$ cat config.mk
export PLATFORM = sky130hd
export DESIGN_NAME = impedance_packet_line_parser_top
export DESIGN_NICKNAME = d
export VERILOG_FILES = /design/src/ipl_pkg.sv /design/src/impedance_packet_line_parser_top.sv
export SDC_FILE = /design/constraint.sdc
export NUM_CORES = 1
export LEC_CHECK = 0
export ABC_AREA = 1
export BUFFER_PORTS_ARGS = -buffer_cell sky130_fd_sc_hd__buf_4
export CORE_UTILIZATION = 40
export DETAILED_ROUTE_END_ITERATION = 8
export GPL_TIMING_DRIVEN = 0
export PLACE_DENSITY_LB_ADDON = 0.1
export SKIP_LAST_GASP = 1
export SLEW_MARGIN = 20
export SYNTH_ARGS = -nofsm -noshare
export SYNTH_HDL_FRONTEND = slang
export SYNTH_SLANG_ARGS = --single-unit
$ cat constraint.sdc
create_clock -name aclk -period 13.5 [get_ports aclk]
set_clock_uncertainty 0.1 [all_clocks]
set_input_delay 2.025 -clock aclk [delete_from_list [all_inputs] [get_ports aclk]]
set_output_delay 2.025 -clock aclk [all_outputs]
set_load 0.005 [all_outputs]
$ cat src/ipl_pkg.sv
// ----------------------------------------------------------------------------
// Impedance packet line parser package
// Shared phase codes, field targets, byte codes and character helpers.
// ----------------------------------------------------------------------------
package ipl_pkg;

    // Parser phase within one line
    typedef enum logic [3:0] {
        PH_START = 4'd0,
        PH_SKIP  = 4'd1,
        PH_SEP   = 4'd2,
        PH_LET2  = 4'd3,
        PH_DIG   = 4'd4,
        PH_SUF   = 4'd5,
        PH_TAIL  = 4'd6,
        PH_MDIG  = 4'd7,
        PH_MSUF  = 4'd8,
        PH_STOP  = 4'd9
    } phase_t;

    // Row slot a field writes into
    typedef enum logic [1:0] {
        TGT_NONE = 2'd0,
        TGT_REAL = 2'd1,
        TGT_IMAG = 2'd2,
        TGT_FREQ = 2'd3
    } target_t;

    typedef logic signed [5:0]  decade_t;
    typedef logic signed [31:0] mant_t;

    localparam logic [7:0] CH_LF    = 8'h0A;
    localparam logic [7:0] CH_CR    = 8'h0D;
    localparam logic [7:0] CH_P     = 8'h50;
    localparam logic [7:0] CH_SEMI  = 8'h3B;
    localparam logic [7:0] CH_SPACE = 8'h20;
    localparam logic [7:0] CH_COMMA = 8'h2C;
    localparam logic [7:0] CH_LC_C  = 8'h63;
    localparam logic [7:0] CH_LC_D  = 8'h64;
    localparam logic [7:0] CH_LC_G  = 8'h67;

    // Mantissa offset: raw hex value minus 2^27
    localparam logic [31:0] MANT_OFFSET = 32'h0800_0000;

    function automatic logic is_letter(input logic [7:0] c);
        return ((c >= 8'h41) && (c <= 8'h5A)) || ((c >= 8'h61) && (c <= 8'h7A));
    endfunction

    function automatic logic [7:0] to_lower(input logic [7:0] c);
        logic [7:0] r;
        r = c;
        if ((c >= 8'h41) && (c <= 8'h5A)) begin
            r = c + 8'd32;
        end
        return r;
    endfunction

    // Bit 4 flags a valid hex digit, bits 3:0 carry its value
    function automatic logic [4:0] hex_val(input logic [7:0] c);
        logic [4:0] r;
        r = 5'd0;
        if ((c >= 8'h30) && (c <= 8'h39)) begin
            r = {1'b1, 4'(c - 8'h30)};
        end else if ((c >= 8'h41) && (c <= 8'h46)) begin
            r = {1'b1, 4'(c - 8'h37)};
        end else if ((c >= 8'h61) && (c <= 8'h66)) begin
            r = {1'b1, 4'(c - 8'h57)};
        end
        return r;
    endfunction

    // SI prefix to power of ten; anything else gives zero
    function automatic decade_t decade_of(input logic [7:0] c);
        decade_t d;
        case (c)
            8'h61: d = -6'sd18; // a
            8'h66: d = -6'sd15; // f
            8'h70: d = -6'sd12; // p
            8'h6E: d = -6'sd9;  // n
            8'h75: d = -6'sd6;  // u
            8'h6D: d = -6'sd3;  // m
            8'h6B: d = 6'sd3;   // k
            8'h4D: d = 6'sd6;   // M
            8'h47: d = 6'sd9;   // G
            default: d = 6'sd0;
        endcase
        return d;
    endfunction

endpackage

$ cat src/impedance_packet_line_parser_top.sv
// ----------------------------------------------------------------------------
// Impedance packet line parser
// Byte-stream parser for 'P' packet lines; one result row per packet line.
// ----------------------------------------------------------------------------
// Takes one response byte per cycle on the s_ channel and, at the LF that
// closes a line starting with 'P', delivers one row of frequency, real and
// imaginary values, each as a 32-bit mantissa (hex value minus 2^27) and a
// power-of-ten decade from the SI suffix; fields that do not appear read as
// zero. CR bytes are dropped and other lines give no row. Each byte passes
// through an input register, one pass of the parse logic and the result
// register: a sustained rate of one byte per cycle while no row is stalled,
// with the row on the m_ ports once the parse logic has taken its LF. The
// result register is the only thing that stalls the stream: while a row
// waits for m_ready, the input register takes at most one further byte and
// holds it, and s_ready stays low from then until the row is taken.
// MAX_HEX_DIGITS (1 to 8) sets how many hex digits a field may carry before
// the next byte is read as its suffix.
module impedance_packet_line_parser_top #(
    parameter int MAX_HEX_DIGITS = 8
) (
    input  logic                aclk,
    input  logic                aresetn,
    input  logic                s_valid,
    output logic                s_ready,
    input  logic [7:0]          s_data_byte,
    output logic                m_valid,
    input  logic                m_ready,
    output logic signed [31:0]  m_freq_mantissa,
    output logic signed [5:0]   m_freq_decade,
    output logic signed [31:0]  m_real_mantissa,
    output logic signed [5:0]   m_real_decade,
    output logic signed [31:0]  m_imag_mantissa,
    output logic signed [5:0]   m_imag_decade
);

    localparam int CntW = $clog2(MAX_HEX_DIGITS + 1);

    // Input register
    logic                 in_vld_reg;
    logic [7:0]           in_byte_reg;

    // Parse state
    ipl_pkg::phase_t      phase_reg, phase_next;
    logic [31:0]          acc_reg, acc_next;
    logic [CntW-1:0]      cnt_reg, cnt_next;
    logic [7:0]           let1_reg, let1_next;
    ipl_pkg::target_t     tgt_reg, tgt_next;
    ipl_pkg::mant_t       freq_m_reg, freq_m_next;
    ipl_pkg::decade_t     freq_d_reg, freq_d_next;
    ipl_pkg::mant_t       real_m_reg, real_m_next;
    ipl_pkg::decade_t     real_d_reg, real_d_next;
    ipl_pkg::mant_t       imag_m_reg, imag_m_next;
    ipl_pkg::decade_t     imag_d_reg, imag_d_next;

    // Result register
    logic                 out_vld_reg;
    ipl_pkg::mant_t       out_freq_m_reg, out_real_m_reg, out_imag_m_reg;
    ipl_pkg::decade_t     out_freq_d_reg, out_real_d_reg, out_imag_d_reg;

    logic                 adv;
    logic                 proc;
    logic                 emit;
    logic                 commit;
    logic                 clr_row;
    ipl_pkg::decade_t     commit_dec;
    logic [4:0]           hv;
    logic [CntW-1:0]      cnt_inc;
    logic [7:0]           lc;
    ipl_pkg::mant_t       commit_mant;

    // The parse stage moves on whenever the result register is free or drains
    assign adv     = !out_vld_reg || m_ready;
    assign proc    = in_vld_reg && adv;
    assign s_ready = !in_vld_reg || adv;

    assign hv          = ipl_pkg::hex_val(in_byte_reg);
    assign cnt_inc     = cnt_reg + CntW'(1);
    assign lc          = ipl_pkg::to_lower(in_byte_reg);
    assign commit_mant = acc_reg - ipl_pkg::MANT_OFFSET;

    // Next parse state for the byte in the input register
    always_comb begin
        phase_next = phase_reg;
        acc_next   = acc_reg;
        cnt_next   = cnt_reg;
        let1_next  = let1_reg;
        tgt_next   = tgt_reg;
        emit       = 1'b0;
        commit     = 1'b0;
        clr_row    = 1'b0;
        commit_dec = 6'sd0;

        if (in_byte_reg == ipl_pkg::CH_CR) begin
            // drop CR wherever it appears
        end else if (in_byte_reg == ipl_pkg::CH_LF) begin
            phase_next = ipl_pkg::PH_START;
            if ((phase_reg != ipl_pkg::PH_START) && (phase_reg != ipl_pkg::PH_SKIP)) begin
                emit = 1'b1;
                // a line that ends straight after the digits takes decade zero
                if (((phase_reg == ipl_pkg::PH_DIG) && (cnt_reg != '0)) ||
                    (phase_reg == ipl_pkg::PH_SUF)) begin
                    commit = 1'b1;
                end
            end
        end else begin
            case (phase_reg)
                ipl_pkg::PH_START: begin
                    if (in_byte_reg == ipl_pkg::CH_P) begin
                        clr_row    = 1'b1;
                        phase_next = ipl_pkg::PH_SEP;
                    end else begin
                        phase_next = ipl_pkg::PH_SKIP;
                    end
                end
                ipl_pkg::PH_SEP: begin
                    if ((in_byte_reg == ipl_pkg::CH_SEMI) ||
                        (in_byte_reg == ipl_pkg::CH_SPACE)) begin
                        phase_next = ipl_pkg::PH_SEP;
                    end else if (ipl_pkg::is_letter(in_byte_reg)) begin
                        let1_next  = lc;
                        phase_next = ipl_pkg::PH_LET2;
                    end else begin
                        phase_next = ipl_pkg::PH_STOP;
                    end
                end
                ipl_pkg::PH_LET2: begin
                    if (ipl_pkg::is_letter(in_byte_reg)) begin
                        if ((let1_reg == ipl_pkg::CH_LC_C) && (lc == ipl_pkg::CH_LC_C)) begin
                            tgt_next = ipl_pkg::TGT_REAL;
                        end else if ((let1_reg == ipl_pkg::CH_LC_C) &&
                                     (lc == ipl_pkg::CH_LC_D)) begin
                            tgt_next = ipl_pkg::TGT_IMAG;
                        end else if (((let1_reg == ipl_pkg::CH_LC_C) &&
                                      (lc == ipl_pkg::CH_LC_G)) ||
                                     ((let1_reg == ipl_pkg::CH_LC_D) &&
                                      (lc == ipl_pkg::CH_LC_C))) begin
                            tgt_next = ipl_pkg::TGT_FREQ;
                        end else begin
                            tgt_next = ipl_pkg::TGT_NONE;
                        end
                        acc_next   = '0;
                        cnt_next   = '0;
                        phase_next = ipl_pkg::PH_DIG;
                    end else begin
                        phase_next = ipl_pkg::PH_STOP;
                    end
                end
                ipl_pkg::PH_DIG: begin
                    if (hv[4]) begin
                        acc_next = {acc_reg[27:0], hv[3:0]};
                        cnt_next = cnt_inc;
                        if (cnt_inc == CntW'(MAX_HEX_DIGITS)) begin
                            phase_next = ipl_pkg::PH_SUF;
                        end
                    end else if (cnt_reg == '0) begin
                        phase_next = ipl_pkg::PH_STOP;
                    end else begin
                        commit     = 1'b1;
                        commit_dec = ipl_pkg::decade_of(in_byte_reg);
                        phase_next = ipl_pkg::PH_TAIL;
                    end
                end
                ipl_pkg::PH_SUF: begin
                    commit     = 1'b1;
                    commit_dec = ipl_pkg::decade_of(in_byte_reg);
                    phase_next = ipl_pkg::PH_TAIL;
                end
                ipl_pkg::PH_TAIL: begin
                    if (in_byte_reg == ipl_pkg::CH_SEMI) begin
                        phase_next = ipl_pkg::PH_SEP;
                    end else if (in_byte_reg == ipl_pkg::CH_COMMA) begin
                        cnt_next   = '0;
                        phase_next = ipl_pkg::PH_MDIG;
                    end
                end
                ipl_pkg::PH_MDIG: begin
                    // skip metadata digits, counting them only
                    if (hv[4]) begin
                        cnt_next = cnt_inc;
                        if (cnt_inc == CntW'(MAX_HEX_DIGITS)) begin
                            phase_next = ipl_pkg::PH_MSUF;
                        end
                    end else if (cnt_reg == '0) begin
                        phase_next = ipl_pkg::PH_STOP;
                    end else begin
                        phase_next = ipl_pkg::PH_TAIL;
                    end
                end
                ipl_pkg::PH_MSUF: begin
                    phase_next = ipl_pkg::PH_TAIL;
                end
                default: begin
                    // stopped: hold until LF
                end
            endcase
        end
    end

    // Row values after this byte: clear on 'P', overwrite on commit
    always_comb begin
        freq_m_next = freq_m_reg;
        freq_d_next = freq_d_reg;
        real_m_next = real_m_reg;
        real_d_next = real_d_reg;
        imag_m_next = imag_m_reg;
        imag_d_next = imag_d_reg;
        if (clr_row) begin
            freq_m_next = '0;
            freq_d_next = '0;
            real_m_next = '0;
            real_d_next = '0;
            imag_m_next = '0;
            imag_d_next = '0;
        end else if (commit) begin
            case (tgt_reg)
                ipl_pkg::TGT_REAL: begin
                    real_m_next = commit_mant;
                    real_d_next = commit_dec;
                end
                ipl_pkg::TGT_IMAG: begin
                    imag_m_next = commit_mant;
                    imag_d_next = commit_dec;
                end
                ipl_pkg::TGT_FREQ: begin
                    freq_m_next = commit_mant;
                    freq_d_next = commit_dec;
                end
                default: begin
                    // ignored field name
                end
            endcase
        end
    end

    // Input register: take a new item whenever the held one moves on
    always_ff @(posedge aclk) begin
        if (!aresetn) begin
            in_vld_reg <= 1'b0;
        end else if (s_ready) begin
            in_vld_reg <= s_valid;
        end
        if (s_ready && s_valid) begin
            in_byte_reg <= s_data_byte;
        end
    end

    // Parse state: advance only when the held byte is processed
    always_ff @(posedge aclk) begin
        if (!aresetn) begin
            phase_reg  <= ipl_pkg::PH_START;
            acc_reg    <= '0;
            cnt_reg    <= '0;
            let1_reg   <= '0;
            tgt_reg    <= ipl_pkg::TGT_NONE;
            freq_m_reg <= '0;
            freq_d_reg <= '0;
            real_m_reg <= '0;
            real_d_reg <= '0;
            imag_m_reg <= '0;
            imag_d_reg <= '0;
        end else if (proc) begin
            phase_reg  <= phase_next;
            acc_reg    <= acc_next;
            cnt_reg    <= cnt_next;
            let1_reg   <= let1_next;
            tgt_reg    <= tgt_next;
            freq_m_reg <= freq_m_next;
            freq_d_reg <= freq_d_next;
            real_m_reg <= real_m_next;
            real_d_reg <= real_d_next;
            imag_m_reg <= imag_m_next;
            imag_d_reg <= imag_d_next;
        end
    end

    // Result register: load a row at the LF of a packet line, hold while stalled
    always_ff @(posedge aclk) begin
        if (!aresetn) begin
            out_vld_reg <= 1'b0;
        end else if (adv) begin
            out_vld_reg <= in_vld_reg && emit;
        end
        if (proc && emit) begin
            out_freq_m_reg <= freq_m_next;
            out_freq_d_reg <= freq_d_next;
            out_real_m_reg <= real_m_next;
            out_real_d_reg <= real_d_next;
            out_imag_m_reg <= imag_m_next;
            out_imag_d_reg <= imag_d_next;
        end
    end

    assign m_valid         = out_vld_reg;
    assign m_freq_mantissa = out_freq_m_reg;
    assign m_freq_decade   = out_freq_d_reg;
    assign m_real_mantissa = out_real_m_reg;
    assign m_real_decade   = out_real_d_reg;
    assign m_imag_mantissa = out_imag_m_reg;
    assign m_imag_decade   = out_imag_d_reg;

endmodule

==> flow_summary.ini, run 1 <==
[min_path]
worstHoldStart = let1_reg[0]
hold_path_end = let1_reg[0]
hold_path.class = flip-flop to flip-flop
hold_depth = 2

[clocking]
cts_inserted_buffers = 31
clk_path_buf_depth = 3
cts_setup_buffers = 0
cts-hold-fix-buffers = 0
clock_latency_ns = 0.57
cts_tree = yes
cts_max_level = 1
clk_pin_slew_ns = 0.06
clk_root_buffer_cell = clkbuf_16
clock_sinks = 288
cts_resized = 0

[floorplan]
die_y_um = 189
initial_core_util = 0.405
placementRows = 68
coreArea_mm2 = 0.0345
fp.dieW_um = 189
ioPinCount = 128
die_area_mm2 = 0.0356

[finish]
instances_no_fill = 2460
area.growth.synth_to_final_pct = 19.7
fin_util = 0.484
final_common_cell = nand2_1
final_area_mm2 = 0.0167
nets = 2002
most-common-layout-cells = nand2_1, inv_1, o21ai_0
drive_gt1_frac = 0.123

[timing]
finalHoldViolCount = 0
timing.final.ws_setup_ns = 8.83
max_freq_mhz = 214
slew_viol_final = 0
worstMarginPinSlew_ns = 0.819
slew-limit-headroom = 0.454
finalCritPeriodShare = 0.346
period_needed_ns = 4.67
setup_viol = 0
rsz0062_at_grt = no
fin_hold_ws_ns = 0.372
finalSetupTns_ns = 0

[worst_setup_path]
cpMaxStageDelayCell = nor2_1
cp.arrival_ns = 2.55
cp_max_fo = 3
reg2reg_depth = 11
startpoint_type = input port
cpPeakStageDelay_ns = 0.16
crit_path_frequent_cell = buf_4
r2r-end = m_imag_mantissa[12]
critical_path.cell_chain = buf_4 -> nor2_1 -> nand2_1 -> buf_4
critPathKind = input port to output port
r2r_start = in_byte_reg[7]
critPathRequiredTime_ns = 11.38
critPathCaptureType = output port
r2r_slack_ns = 9.91

[power]
power_density_mw_per_mm2 = 122
vdd_drop_max_mv = 0.117
p_leak_nw = 7.75
total_power_mw = 2.03

[place]
dp_cells = 2402
placed_area_mm2 = 0.0156
preCtsSetupSlack_ns = 8.82
port_buffers = 126
hpwl_mm = 30.1
place.gp.congestion = 0.897

[routing]
drt_iter0_drc = 1038
viasPerCell = 5.05
wl_per_cell_um = 16.8
ant_nets = 0
drc = 0
wl_mm = 41.4
vias = 12400
firstDrtPassIters = 5

[global_routing]
antenna_found_initial = 1
first_global_vias = 11600
grt_max_degree = 18
grt_first_pass_wirelength_mm = 64.6
overflow = 0
grt.total_usage = 0.231

[yosys]
yosysTopAreaCellShare = 0.263
synth.area.top_cells = edfxtp_1, dfxtp_1, nand2_1, inv_1, o21ai_0
avgSynthCellArea_um2 = 7.69
syn_inst = 1814
yosysUniqueCellTypes = 40
seq_area_frac_synth = 0.501
synth.net_count = 1836
ys_warn_count = 0
ys_ff_latch = 288
synth_top_area_cell = edfxtp_1
syn_area_mm2 = 0.0139

[run]
drv_cap = 0

[run_status]
status = finished, final reports clean
final cells by class:
cell class / instances / area, µm²
sequential: 288 / 6990
clock inverter: 22 / 347
fill: 3387 / 17800
multi-input combinational: 1148 / 5340
timing repair buffer: 133 / 1030
buffer: 102 / 593
inverter: 276 / 1040
tap: 455 / 569
clock buffer: 35 / 791
antenna: 1 / 2.50
layer usage:
layer  share of wire  global-route usage  vias up  routed length (µm)
met5               0                   0        -                   0
met4           0.033              0.0782        0                1370
met3           0.065              0.0443       78                2710
met2            0.46               0.374      397               18900
met1            0.45               0.307     5769               18500
li1                -                   -     6190                   -
where the power goes:
group | internal [mW] | switching, mW
logic | 0.0431 | 0.0843
clock network | 0.592 | 0.365
registers | 0.931 | 0.0159
Yosys cell counts (all sizes together):
| cell type | number |
|---|---|
| a211oi | 30 |
| a21oi | 169 |
| a31oi | 2 |
| and2 | 1 |
| buf | 42 |
| clkbuf | 53 |
| clkinv | 3 |
| dfxtp | 166 |
| dlygate4sd1 | 7 |
| edfxtp | 122 |
| ha | 10 |
| inv | 273 |
| nand2 | 527 |
| nand3 | 118 |
| nand4 | 9 |
| nor2 | 63 |
| nor3 | 9 |
| nor3b | 2 |
| nor4 | 1 |
| o211ai | 2 |
| o21a | 3 |
| o21ai | 195 |
| o21bai | 1 |
| xnor2 | 1 |
| xor2 | 5 |
how the worst max path moves through the flow:
| stage | startpoint | to | slack [ns] | cells after the start |
|---|---|---|---|---|
| after CTS | m_ready | s_ready | 8.82 | 4 |
| after global placement | m_ready | m_imag_mantissa[8] | -2.32 | 7 |
| final | m_ready | s_ready | 8.83 | 4 |
| after global routing | m_ready | s_ready | 8.75 | 4 |
| after floorplan | m_ready | m_freq_decade[0] | 1.90 | 6 |
| after detailed placement | m_ready | s_ready | 8.82 | 4 |
worst max-delay path, delay by kind of cell:
family,cells,cell delay (ns)
buf+inv,2,0.26
simple gates,2,0.27
logic make-up after synthesis:
| logic type | after synthesis | synth area share |
|---|---|---|
| compound gates | 402 | 0.151 |
| xor+xnor | 6 | 0.00377 |
| fa+ha+maj | 10 | 0.00897 |
| buf+inv | 378 | 0.117 |
| flops | 288 | 0.501 |
| simple gates | 730 | 0.218 |
(Power assumes the default switching activity.)
==> run 2, diff against run 1 <==
Settings changed: ABC_AREA 1 to 0.
Clock period 13.5 ns to 4.2 ns, I/O delays scaled along.
==> run 2 against run 1 <==
Non-clock buffer count grew 12. Clock-buffer cell count is 1 higher. First-iteration DRC count is 31% lower. Via count decreased by 21%. Setup slack worse by 8.7 ns. Flip-flop and latch count is the same. Sequential share of layout area increased by 5.5 points. Global-route usage fell by 1.2 points. Worst hold slack worse by 0.23 ns. Synthesized cell count decreased by 33%. Die area decreased by 12%.
==> flow_summary.ini, run 2 <==
[clocking]
clk_path_buf_depth = 3
cts_tree = yes
clk_pin_slew_ns = 0.06
cts_max_level = 1
clock_latency_ns = 0.57
cts-hold-fix-buffers = 0
clk_root_buffer_cell = clkbuf_16
clock_sinks = 288
cts_inserted_buffers = 31

[floorplan]
die_y_um = 177
coreArea_mm2 = 0.0299
initial_core_util = 0.410
die_area_mm2 = 0.0313
ioPinCount = 128
fp.dieW_um = 177
placementRows = 63

[worst_setup_path]
reg2reg_depth = 10
critPathCaptureType = flip-flop
startpoint_type = flip-flop
critPathKind = flip-flop to flip-flop
critPathRequiredTime_ns = 4.42
cp_max_fo = 10
cp.arrival_ns = 4.26

[finish]
antenna_cells = 0
drive_gt1_frac = 0.175
area.growth.synth_to_final_pct = 20.5
most-common-layout-cells = nand2_1, dfxtp_1, buf_4
nets = 1405
final_area_mm2 = 0.0148
final_common_cell = nand2_1
instances_no_fill = 1798

[yosys]
syn_area_mm2 = 0.0123
synth_ff_type = dfxtp_1
avgSynthCellArea_um2 = 10.0
seq_area_frac_synth = 0.570
synth_top_area_cell = edfxtp_1
yosysUniqueCellTypes = 70
synth.area.top_cells = edfxtp_1, dfxtp_1, nand2_1, a22o_1, a21oi_1
yosysTopAreaCellShare = 0.299
syn_inst = 1222
ys_ff_latch = 288
synth_most_common_cell = nand2_1
synth-edff-count = 122
async_flop_share = 0
ys_warn_count = 0
synth.net_count = 1244
synth.cells.most_frequent = nand2_1, dfxtp_1, a21oi_1, edfxtp_1, a22o_1

[timing]
worstMarginPinSlew_ns = 0.839
setup_viol = 0
slew_viol_final = 0
max_freq_mhz = 247
slew-limit-headroom = 0.433
rsz0062_at_grt = no
period_needed_ns = 4.05
finalHoldViolCount = 0
finalCritPeriodShare = 0.963

[global_routing]
grt_first_pass_wirelength_mm = 52.9
grt_max_degree = 60
overflow = 0
grt.total_usage = 0.218
antenna_found_initial = 0
first_global_vias = 9227

[routing]
drt_iter0_drc = 720
drc = 0
viasPerCell = 5.44
wl_mm = 34.4
firstDrtPassIters = 5
vias = 9778
ant_nets = 0
wl_per_cell_um = 19.1

[run_status]
status = finished, final reports clean

[power]
total_power_mw = 5.72
power_density_mw_per_mm2 = 388
p_leak_nw = 5.57
vdd_drop_max_mv = 0.305

[place]
port_buffers = 126
dp_cells = 1740
place.gp.congestion = 0.893
hpwl_mm = 24.1
placed_area_mm2 = 0.0138

[min_path]
hold_path.class = input port to flip-flop
hold_depth = 1

[run]
drv_cap = 0
run 2: layer usage:
metal	routed length (µm)	global-route usage
met2	15600	0.347
met5	0	0
met4	765	0.0575
met3	1790	0.0303
met1	16200	0.311
run 2: final timing paths:
check / from / to / slack (ns)
max reg2reg: in_byte_reg[0] / m_imag_mantissa[29] / 0.15
max: in_byte_reg[0] / m_imag_mantissa[29] / 0.15
min: s_data_byte[4] / in_byte_reg[4] / 0.14
min reg2reg: freq_d_reg[2] / freq_d_reg[2] / 0.36
run 2: report_power, final:
group          total [mW]  internal (mW)  switching, mW
clock network        2.63           1.50           1.13
logic               0.181         0.0549          0.126
registers            2.91           2.90         0.0115
total                5.72           4.46           1.27
run 2: kinds of logic (layout without fill, tap and decap cells):
kind of cell	after synthesis	after routing	synth area share
xor+xnor	9	9	0.00643
simple gates	430	430	0.158
compound gates	344	344	0.195
flops	288	288	0.570
fa+ha+maj	10	10	0.0102
mux	8	8	0.00664
buf+inv	133	319	0.0537
run 2: what timing repair did:
action,CTS,global route
endpoints found under the hold margin,0,0
gates cloned,0,0
resized for setup,4,5
buffers inserted,0,1
endpoints found under the setup margin,192,64
run 2: per-stage QoR:
stage / setup WS (ns) / hold slack [ns] / setup TNS (ns) / util
2_1_floorplan: 0.714 / 0.332 / 0 / -
3_3_place_gp: -0.377 / 0.344 / -60.89 / 0.458
3_5_place_dp: -0.317 / 0.347 / -24.27 / 0.460
4_1_cts: 0.0411 / 0.120 / 0 / 0.494
5_1_grt: 0.0753 / 0.123 / 0 / 0.494
6_report: 0.153 / 0.142 / 0 / 0.494
run 2: area by class of cell:
type / count / area (µm²)
Buffer: 118 / 608
Inverter: 14 / 52.6
Clock inverter: 22 / 180
Sequential cell: 288 / 6990
Multi-Input combinational cell: 801 / 4630
Clock buffer: 36 / 805
Fill cell: 2830 / 15100
Tap cell: 390 / 488
Timing Repair Buffer: 129 / 1010
run 2: worst max-delay path, stage by stage (launching register included):
cell	delay, ns
edfxtp_1	0.54
ha_1	0.26
clkbuf_1	0.22
or4b_1	0.57
o2111a_1	0.20
a211o_4	0.34
o31a_1	0.42
nor2_1	0.37
buf_2	0.29
nor2_1	0.06
a211oi_1	0.41
